==> config.mk <==
export PLATFORM = sky130hd
export DESIGN_NAME = periodic_timer_table
export DESIGN_NICKNAME = d
export VERILOG_FILES = /design/src/hdl/ptt_pkg.sv /design/src/hdl/periodic_timer_table.sv
export SDC_FILE = /design/constraint.sdc
export NUM_CORES = 2
export LEC_CHECK = 0
export BUFFER_PORTS_ARGS = -buffer_cell sky130_fd_sc_hd__buf_2
export CORE_MARGIN = 5
export CORE_UTILIZATION = 63
export CTS_CLUSTER_SIZE = 24
export DETAILED_ROUTE_END_ITERATION = 6
export HOLD_SLACK_MARGIN = 0.05
export PLACE_DENSITY = 0.82
export SLEW_MARGIN = 10
export SYNTH_ARGS = -nofsm -noshare
export SYNTH_HDL_FRONTEND = slang
export SYNTH_SLANG_ARGS = --single-unit
export TNS_END_PERCENT = 10
==> constraint.sdc <==
create_clock -name clock -period 11.1 [get_ports clock]
set_input_delay 2.22 -clock clock [delete_from_list [all_inputs] [get_ports clock]]
set_output_delay 2.22 -clock clock [all_outputs]
set_load 0.1 [all_outputs]
==> src/hdl/ptt_pkg.sv <==
// ----------------------------------------------------------------------------
// ptt_pkg
// Types and constants shared by the periodic timer table: field widths,
// action codes, result kinds, controller states and the slot entry layout.
// ----------------------------------------------------------------------------
`default_nettype none

package ptt_pkg;

   // table geometry and field widths
   localparam int SLOTS   = 16;
   localparam int SLOT_W  = 4;
   localparam int CNT_W   = 5;
   localparam int TIME_W  = 64;
   localparam int ACT_W   = 2;
   localparam int KIND_W  = 3;

   // packed beat widths
   localparam int REQ_TDATA_W = 2 * TIME_W;
   localparam int RSP_FIELD_W = SLOT_W + CNT_W + TIME_W;
   localparam int RSP_TDATA_W = ((RSP_FIELD_W + 7) / 8) * 8;
   localparam int RSP_PAD_W   = RSP_TDATA_W - RSP_FIELD_W;

   // fire limit after reset
   localparam logic [CNT_W-1:0] FIRE_LIMIT_RST = CNT_W'(16);

   // action codes on the request side
   localparam logic [ACT_W-1:0] ACT_ADD   = 2'd0;
   localparam logic [ACT_W-1:0] ACT_TICK  = 2'd1;
   localparam logic [ACT_W-1:0] ACT_QUERY = 2'd2;

   // result kinds
   typedef enum logic [KIND_W-1:0] {
      KIND_ADDED = 3'd0,
      KIND_ZERO  = 3'd1,
      KIND_FULL  = 3'd2,
      KIND_FIRED = 3'd3,
      KIND_DONE  = 3'd4,
      KIND_LEFT  = 3'd5
   } kind_type;

   // controller states
   typedef enum logic [1:0] {
      ST_IDLE,
      ST_ADD,
      ST_SCAN,
      ST_FINISH
   } state_type;

   // one slot of the timer memory
   typedef struct packed {
      logic [TIME_W-1:0] period;
      logic [TIME_W-1:0] deadline;
   } entry_type;

endpackage

`default_nettype wire

==> src/hdl/periodic_timer_table.sv <==
// ----------------------------------------------------------------------------
// periodic_timer_table
// Table of periodic timers held in a slot memory, with add, tick and query
// requests and a stream of result beats.
// ----------------------------------------------------------------------------
// An add request goes from ST_IDLE to ST_ADD, which registers its result beat
// once the output register is free. A tick or query request goes through
// ST_SCAN and ST_FINISH: the controller walks the slot memory through its single
// read port, one slot per cycle while not stalled, evaluating each slot the cycle
// after its read and writing an advanced deadline straight back. A fired beat
// that meets a full output register holds the walk until it is taken. One
// request is in work at a time; the next is accepted once the final beat of
// the current one is registered. Period and deadline memory is not cleared
// after reset; a slot's entry is only looked at while its used bit is set.
`default_nettype none

module periodic_timer_table (
   input  wire logic                              clock,
   input  wire logic                              reset,
   // configuration: fire limit
   input  wire logic                              csr_wen,
   input  wire logic [ptt_pkg::CNT_W-1:0]         csr_wdata,
   // request channel
   input  wire logic                              req_tvalid,
   output      logic                              req_tready,
   input  wire logic [ptt_pkg::REQ_TDATA_W-1:0]   req_tdata,  // interval, now
   input  wire logic [ptt_pkg::ACT_W-1:0]         req_tuser,  // action
   // result channel
   output      logic                              rsp_tvalid,
   input  wire logic                              rsp_tready,
   output      logic [ptt_pkg::RSP_TDATA_W-1:0]   rsp_tdata,  // slot, count, time_left
   output      logic [ptt_pkg::KIND_W-1:0]        rsp_tuser,  // kind
   output      logic                              rsp_tlast
);

   localparam int SLOTS  = ptt_pkg::SLOTS;
   localparam int SLOT_W = ptt_pkg::SLOT_W;
   localparam int CNT_W  = ptt_pkg::CNT_W;
   localparam int TIME_W = ptt_pkg::TIME_W;
   localparam int ACT_W  = ptt_pkg::ACT_W;

   // control state
   ptt_pkg::state_type    state_ff, state_in;
   logic [CNT_W-1:0]      fire_limit_ff, fire_limit_in;
   logic [SLOTS-1:0]      used_ff, used_in;
   logic [SLOT_W:0]       rd_idx_ff, rd_idx_in;
   logic                  ev_vld_ff, ev_vld_in;
   logic                  rsp_valid_ff, rsp_valid_in;

   // request payload and scan results
   logic [ACT_W-1:0]      act_ff, act_in;
   logic [TIME_W-1:0]     interval_ff, interval_in;
   logic [TIME_W-1:0]     now_ff, now_in;
   logic [SLOT_W-1:0]     ev_idx_ff, ev_idx_in;
   logic [CNT_W-1:0]      fired_ff, fired_in;
   logic                  hit_ff, hit_in;
   logic                  found_ff, found_in;
   logic [TIME_W-1:0]     best_ff, best_in;

   // output register payload
   ptt_pkg::kind_type     rsp_kind_ff, rsp_kind_in;
   logic [SLOT_W-1:0]     rsp_slot_ff, rsp_slot_in;
   logic [CNT_W-1:0]      rsp_count_ff, rsp_count_in;
   logic [TIME_W-1:0]     rsp_left_ff, rsp_left_in;
   logic                  rsp_last_ff, rsp_last_in;

   // slot memory
   ptt_pkg::entry_type    slot_mem [SLOTS];
   ptt_pkg::entry_type    rd_data_ff;
   logic                  rd_en;
   logic                  mem_we;
   logic [SLOT_W-1:0]     mem_waddr;
   ptt_pkg::entry_type    mem_wdata;

   // helpers
   logic                  out_free;
   logic                  is_tick;
   logic                  free_any;
   logic [SLOT_W-1:0]     free_idx;
   logic                  ev_used;
   logic                  tick_due;
   logic [TIME_W-1:0]     adv_sum;
   logic [TIME_W-1:0]     now_sum;
   logic [TIME_W-1:0]     new_deadline;
   logic [TIME_W:0]       q_sub;
   logic                  q_le;
   logic                  stall;

   assign out_free = !rsp_valid_ff || rsp_tready;
   assign is_tick  = (act_ff == ptt_pkg::ACT_TICK);

   // lowest free slot
   always_comb begin
      free_any = 1'b0;
      free_idx = '0;
      for (int i = SLOTS - 1; i >= 0; i--) begin
         if (!used_ff[i]) begin
            free_any = 1'b1;
            free_idx = SLOT_W'(i);
         end
      end
   end

   // evaluation of the slot read in the previous cycle
   assign ev_used      = used_ff[ev_idx_ff];
   assign tick_due     = ev_used && (now_ff >= rd_data_ff.deadline) &&
                         (fired_ff < fire_limit_ff);
   assign adv_sum      = rd_data_ff.deadline + rd_data_ff.period;
   assign now_sum      = now_ff + rd_data_ff.period;
   assign new_deadline = (adv_sum <= now_ff) ? now_sum : adv_sum;
   assign q_sub        = {1'b0, rd_data_ff.deadline} - {1'b0, now_ff};
   assign q_le         = q_sub[TIME_W] || (q_sub[TIME_W-1:0] == '0);
   assign stall        = ev_vld_ff && is_tick && tick_due && !out_free;

   // next state and datapath control
   always_comb begin
      state_in      = state_ff;
      fire_limit_in = fire_limit_ff;
      used_in       = used_ff;
      rd_idx_in     = rd_idx_ff;
      ev_vld_in     = ev_vld_ff;
      ev_idx_in     = ev_idx_ff;
      act_in        = act_ff;
      interval_in   = interval_ff;
      now_in        = now_ff;
      fired_in      = fired_ff;
      hit_in        = hit_ff;
      found_in      = found_ff;
      best_in       = best_ff;
      rsp_valid_in  = rsp_valid_ff && !rsp_tready;
      rsp_kind_in   = rsp_kind_ff;
      rsp_slot_in   = rsp_slot_ff;
      rsp_count_in  = rsp_count_ff;
      rsp_left_in   = rsp_left_ff;
      rsp_last_in   = rsp_last_ff;
      rd_en         = 1'b0;
      mem_we        = 1'b0;
      mem_waddr     = free_idx;
      mem_wdata     = '{period: interval_ff, deadline: interval_ff};
      req_tready    = 1'b0;

      if (csr_wen) begin
         fire_limit_in = csr_wdata;
      end

      unique case (state_ff)
         ptt_pkg::ST_IDLE: begin
            req_tready = 1'b1;
            if (req_tvalid) begin
               act_in      = req_tuser;
               interval_in = req_tdata[TIME_W-1:0];
               now_in      = req_tdata[2*TIME_W-1:TIME_W];
               rd_idx_in   = '0;
               ev_vld_in   = 1'b0;
               fired_in    = '0;
               hit_in      = 1'b0;
               found_in    = 1'b0;
               best_in     = '0;
               priority if (req_tuser == ptt_pkg::ACT_ADD) begin
                  state_in = ptt_pkg::ST_ADD;
               end else if (req_tuser == ptt_pkg::ACT_TICK ||
                            req_tuser == ptt_pkg::ACT_QUERY) begin
                  state_in = ptt_pkg::ST_SCAN;
               end else begin
                  state_in = ptt_pkg::ST_IDLE;
               end
            end
         end

         // claim the lowest free slot, or report a zero interval or a full table
         ptt_pkg::ST_ADD: begin
            if (out_free) begin
               rsp_valid_in = 1'b1;
               rsp_slot_in  = '0;
               rsp_count_in = '0;
               rsp_left_in  = '0;
               rsp_last_in  = 1'b1;
               priority if (interval_ff == '0) begin
                  rsp_kind_in = ptt_pkg::KIND_ZERO;
               end else if (!free_any) begin
                  rsp_kind_in = ptt_pkg::KIND_FULL;
               end else begin
                  rsp_kind_in       = ptt_pkg::KIND_ADDED;
                  rsp_slot_in       = free_idx;
                  mem_we            = 1'b1;
                  used_in[free_idx] = 1'b1;
               end
               state_in = ptt_pkg::ST_IDLE;
            end
         end

         // walk the slots, one read and one evaluation per cycle unless stalled
         ptt_pkg::ST_SCAN: begin
            if (!stall) begin
               if (ev_vld_ff) begin
                  if (is_tick) begin
                     if (tick_due) begin
                        rsp_valid_in = 1'b1;
                        rsp_kind_in  = ptt_pkg::KIND_FIRED;
                        rsp_slot_in  = ev_idx_ff;
                        rsp_count_in = '0;
                        rsp_left_in  = '0;
                        rsp_last_in  = 1'b0;
                        mem_we       = 1'b1;
                        mem_waddr    = ev_idx_ff;
                        mem_wdata    = '{period: rd_data_ff.period,
                                         deadline: new_deadline};
                        fired_in     = fired_ff + CNT_W'(1);
                     end
                  end else if (ev_used) begin
                     if (q_le) begin
                        hit_in = 1'b1;
                     end else if (!found_ff || q_sub[TIME_W-1:0] < best_ff) begin
                        best_in  = q_sub[TIME_W-1:0];
                        found_in = 1'b1;
                     end
                  end
               end
               rd_en     = (rd_idx_ff < (SLOT_W+1)'(SLOTS));
               ev_vld_in = rd_en;
               ev_idx_in = rd_idx_ff[SLOT_W-1:0];
               if (rd_en) begin
                  rd_idx_in = rd_idx_ff + (SLOT_W+1)'(1);
               end else begin
                  state_in = ptt_pkg::ST_FINISH;
               end
            end
         end

         // closing beat of a tick or query
         ptt_pkg::ST_FINISH: begin
            if (out_free) begin
               rsp_valid_in = 1'b1;
               rsp_slot_in  = '0;
               rsp_last_in  = 1'b1;
               if (is_tick) begin
                  rsp_kind_in  = ptt_pkg::KIND_DONE;
                  rsp_count_in = fired_ff;
                  rsp_left_in  = '0;
               end else begin
                  rsp_kind_in  = ptt_pkg::KIND_LEFT;
                  rsp_count_in = '0;
                  rsp_left_in  = hit_ff ? '0 : best_ff;
               end
               state_in = ptt_pkg::ST_IDLE;
            end
         end

         default: begin
            state_in = ptt_pkg::ST_IDLE;
         end
      endcase
   end

   // control registers
   always_ff @(posedge clock) begin
      if (reset) begin
         state_ff      <= ptt_pkg::ST_IDLE;
         fire_limit_ff <= ptt_pkg::FIRE_LIMIT_RST;
         used_ff       <= '0;
         rd_idx_ff     <= '0;
         ev_vld_ff     <= 1'b0;
         rsp_valid_ff  <= 1'b0;
      end else begin
         state_ff      <= state_in;
         fire_limit_ff <= fire_limit_in;
         used_ff       <= used_in;
         rd_idx_ff     <= rd_idx_in;
         ev_vld_ff     <= ev_vld_in;
         rsp_valid_ff  <= rsp_valid_in;
      end
   end

   // payload registers
   always_ff @(posedge clock) begin
      act_ff       <= act_in;
      interval_ff  <= interval_in;
      now_ff       <= now_in;
      ev_idx_ff    <= ev_idx_in;
      fired_ff     <= fired_in;
      hit_ff       <= hit_in;
      found_ff     <= found_in;
      best_ff      <= best_in;
      rsp_kind_ff  <= rsp_kind_in;
      rsp_slot_ff  <= rsp_slot_in;
      rsp_count_ff <= rsp_count_in;
      rsp_left_ff  <= rsp_left_in;
      rsp_last_ff  <= rsp_last_in;
   end

   // slot memory, one write and one registered read per cycle
   always_ff @(posedge clock) begin
      if (mem_we) begin
         slot_mem[mem_waddr] <= mem_wdata;
      end
      if (rd_en) begin
         rd_data_ff <= slot_mem[rd_idx_ff[SLOT_W-1:0]];
      end
   end

   // result beat
   assign rsp_tvalid = rsp_valid_ff;
   assign rsp_tdata  = {{ptt_pkg::RSP_PAD_W{1'b0}}, rsp_left_ff, rsp_count_ff, rsp_slot_ff};
   assign rsp_tuser  = rsp_kind_ff;
   assign rsp_tlast  = rsp_last_ff;

endmodule

`default_nettype wire
==> run metrics <==
Power Total between 30 and 40 mW; WL/cell 34.8 um; Hold Startpoint fire_limit_ff[2]; Hold Vio Cnt, Final 0; post-route ant nets 0; FP Rows 152; number of synthesized flops with an enable pin 2458; leakage 39.9 nW; largest family of logic cells by synthesized area multiplexers; R2R Path Start rd_data_ff[72]; unrepaired setup endpoints after global routing no; Arrival @ worst endpoint between 9 and 10 ns; 1st-iter DRT viols 10699; total negative slack 0 ns; Worst Hold End fire_limit_ff[2]; largest net degree at the start of global routing 163; top cells by area, synth edfxtp_1 (68%), mux4_2 (13%), ha_1 (3.8%), a21oi_1 (1.7%), nand2_1 (1.4%); fin. max-slew vios 0; Die W 425 um; clock buffer depth 3; initial antenna violation count 20; WL final 319000 um; Yosys Warn Count 0; CP required about 12 ns; RR Endpoint slot_mem[0][62]; layout cells sized above 1 19.8%; Setup Viol. Count Final 0; Vias 65600; Setup CP Type reg2reg; Worst slew margin 12.4%; Seq cells post-synth 2488; Max H-tree Level 4; Synth Area in Compound Gates under 10%; sequential-to-total area share from yosys stat 68.5%; FFs w/ async S/R, synth 0%; post-CTS sizing 0; post-CTS setup buffer count 0; Worst Reg-to-Reg Cells 23; CP endpoint kind register; drt pass-1 iters 6; xor and xnor area share after synthesis 1.33%; starting density of the core 63.3%; nets 7112; GRT Total Usage 35.4%; CTS hold repair buffers 0; CTS clock-pin slew for the worst setup and hold paths 0.07 ns; worst-path fanout max between 100 and 150; IO buf count 218; HP Class reg2reg; unique cell type count in the Yosys netlist 93; max-cap violations 0; Vert. Die Dim 425 um; Vias/cell 7.17; Synth Area in Adders 3.83%; Pwr Density 267 mW/mm2; dominant synthesized flop cell edfxtp_1; Core Footprint 0.172 mm2; status finished clean; Mapped Cells 6361; Synth top area share around two thirds; synthesized area 0.109 mm2; vias in the first global route around 65000; Die ar. 0.181 mm2; Yosys top cell by area edfxtp_1; final core occ 70.2%; FF/Latch Area 0.0744 mm2; Clk Latency, worst-skew pair a little over 0.9 ns; crit share post-route about 77%; Synth Area in Simple Gates under 10%; most frequent cell after synthesis edfxtp_1; HPWL after detailed placement roughly 180000 um; # fillers 10150; worst slew pin tran ~1.3 ns; setup slack at placement about 2.5 ns; Post-route DRC 0; Placer Congestion ~1.0; Final Critical Period 8.51 ns; CTS Buf Count 229; post-synthesis mux area share a little over an eighth; VDD IR max 0.445 mV; clock sinks 2488; gr ovfl total 0; setup ws final 2.59 ns; Commonest cells post-synth edfxtp_1 (2458), mux4_2 (630), nand2_1 (401); root buffer cell clkbuf_16; final worst clock skew around 0.060 ns; TritonCTS clock tree built; syn_area_per_cell around 17 um2; Area Overhead vs Synth 10.9%; Multi-input gate area 0.0326 mm2; Max Clk Rate 0.118 GHz; first-pass GRT wire length between 400000 and 500000 um; flop2flop setup slack roughly 2.6 ns; element type at the critical path start register; hold depth 2; number of I/O pins between 200 and 250
## layer usage
metal / GRT usage (%) / vias up / share of wire [%]
li1: - / 26043 / -
met5: 0 / - / 0.098
met1: 46.5 / 32802 / 33
met4: 21.1 / 20 / 7.4
met3: 8.77 / 1132 / 13
met2: 54.5 / 5603 / 46
## worst max-delay path: stages (launching register included)
cell,delay (ns)
edfxtp_1,0.44
ha_1,0.36
a21oi_1,0.35
nand3b_1,0.13
nor4_1,0.56
o21ai_0,0.23
a21oi_1,0.57
or4_1,0.28
a21oi_1,0.12
or4b_1,0.54
and2_1,0.22
a31o_2,0.27
xor2_1,0.16
ha_1,0.31
nand4_1,0.13
nor4_1,0.67
nand2_1,0.17
or3_1,0.44
a31o_2,0.26
a41oi_4,0.16
buf_12,0.45
nand3_1,0.17
o221a_2,0.32
a21oi_1,0.78
## layout by cell type (no fill, tap or decap), types with 15 or more instances in the layout
cell,n
or3_1,19
dfxtp_1,26
a31oi_1,27
a21o_1,114
nor2_1,238
nand4_1,84
mux2i_1,44
mux4_2,630
nor3_1,53
bufinv_16,26
o211ai_1,19
buf_12,17
nand3_1,53
o21a_1,28
buf_2,218
clkinv_1,44
and3_1,27
clkbuf_16,230
o21ai_1,60
nor4_1,35
inv_1,207
o31ai_1,15
nor2_4,18
xnor2_1,94
nand2_1,401
a211oi_1,38
a21boi_0,19
and2_1,139
xor2_1,71
clkbuf_1,48
buf_4,89
ha_1,327
o21bai_1,38
nor2b_1,53
o21ai_0,172
nand2b_1,21
a21oi_1,367
clkinv_2,38
edfxtp_1,2458
## flip-flops by register name, summed over array words and instances (netlist names), 16 cells and up
name / flops
now_ff: 64
rd_data_ff: 128
interval_ff: 64
used_ff: 16
slot_mem: 2048
best_ff: 64
rsp_left_ff: 64
## power breakdown
group          internal (mW)  total (mW)  switching, mW
Combinational           3.73        11.7           7.93
Sequential              11.8        12.5          0.662
Clock                   4.46        8.09           3.63
## metrics by stage
stage               cells  cell area (um2)  hold slack (ns)
floorplan            6367           109000            0.406
CTS                  9133           120000            0.516
detailed placement   8707           113000            0.500
global placement     8706           113000            0.472
finish               9155           121000            0.523
global route         9149           120000            0.540
## cell families after synthesis
| kind of cell | after synthesis |
|---|---|
| compound gates | 999 |
| fa+ha+maj | 331 |
| flops | 2488 |
| mux | 679 |
| simple gates | 1210 |
| xor+xnor | 165 |
| other cells | 1 |
| buf+inv | 488 |
## area by class of cell
cell class	instances	share of cell area, %
timing repair buffer	324	1.74
multi-input combinational	3391	27.1
clock buffer	278	4.93
inverter	207	0.645
clock inverter	148	1.45
antenna	9	0.0187
tap	2310	2.40
sequential	2488	61.8
## worst max-delay path by stage
stage	from	to	slack (ns)	cells past startpoint
CTS	rd_data_ff[64]	slot_mem[4][53]	2.34	24
floorplan	rsp_tready	slot_mem[8][0]	1.60	7
global placement	rd_data_ff[64]	slot_mem[11][29]	2.92	24
finish	rd_data_ff[72]	slot_mem[0][62]	2.59	23
detailed placement	rd_data_ff[64]	slot_mem[4][31]	2.47	24
global route	rd_data_ff[64]	slot_mem[0][62]	2.15	25
Note: power is estimated with default switching activity, not from simulation.
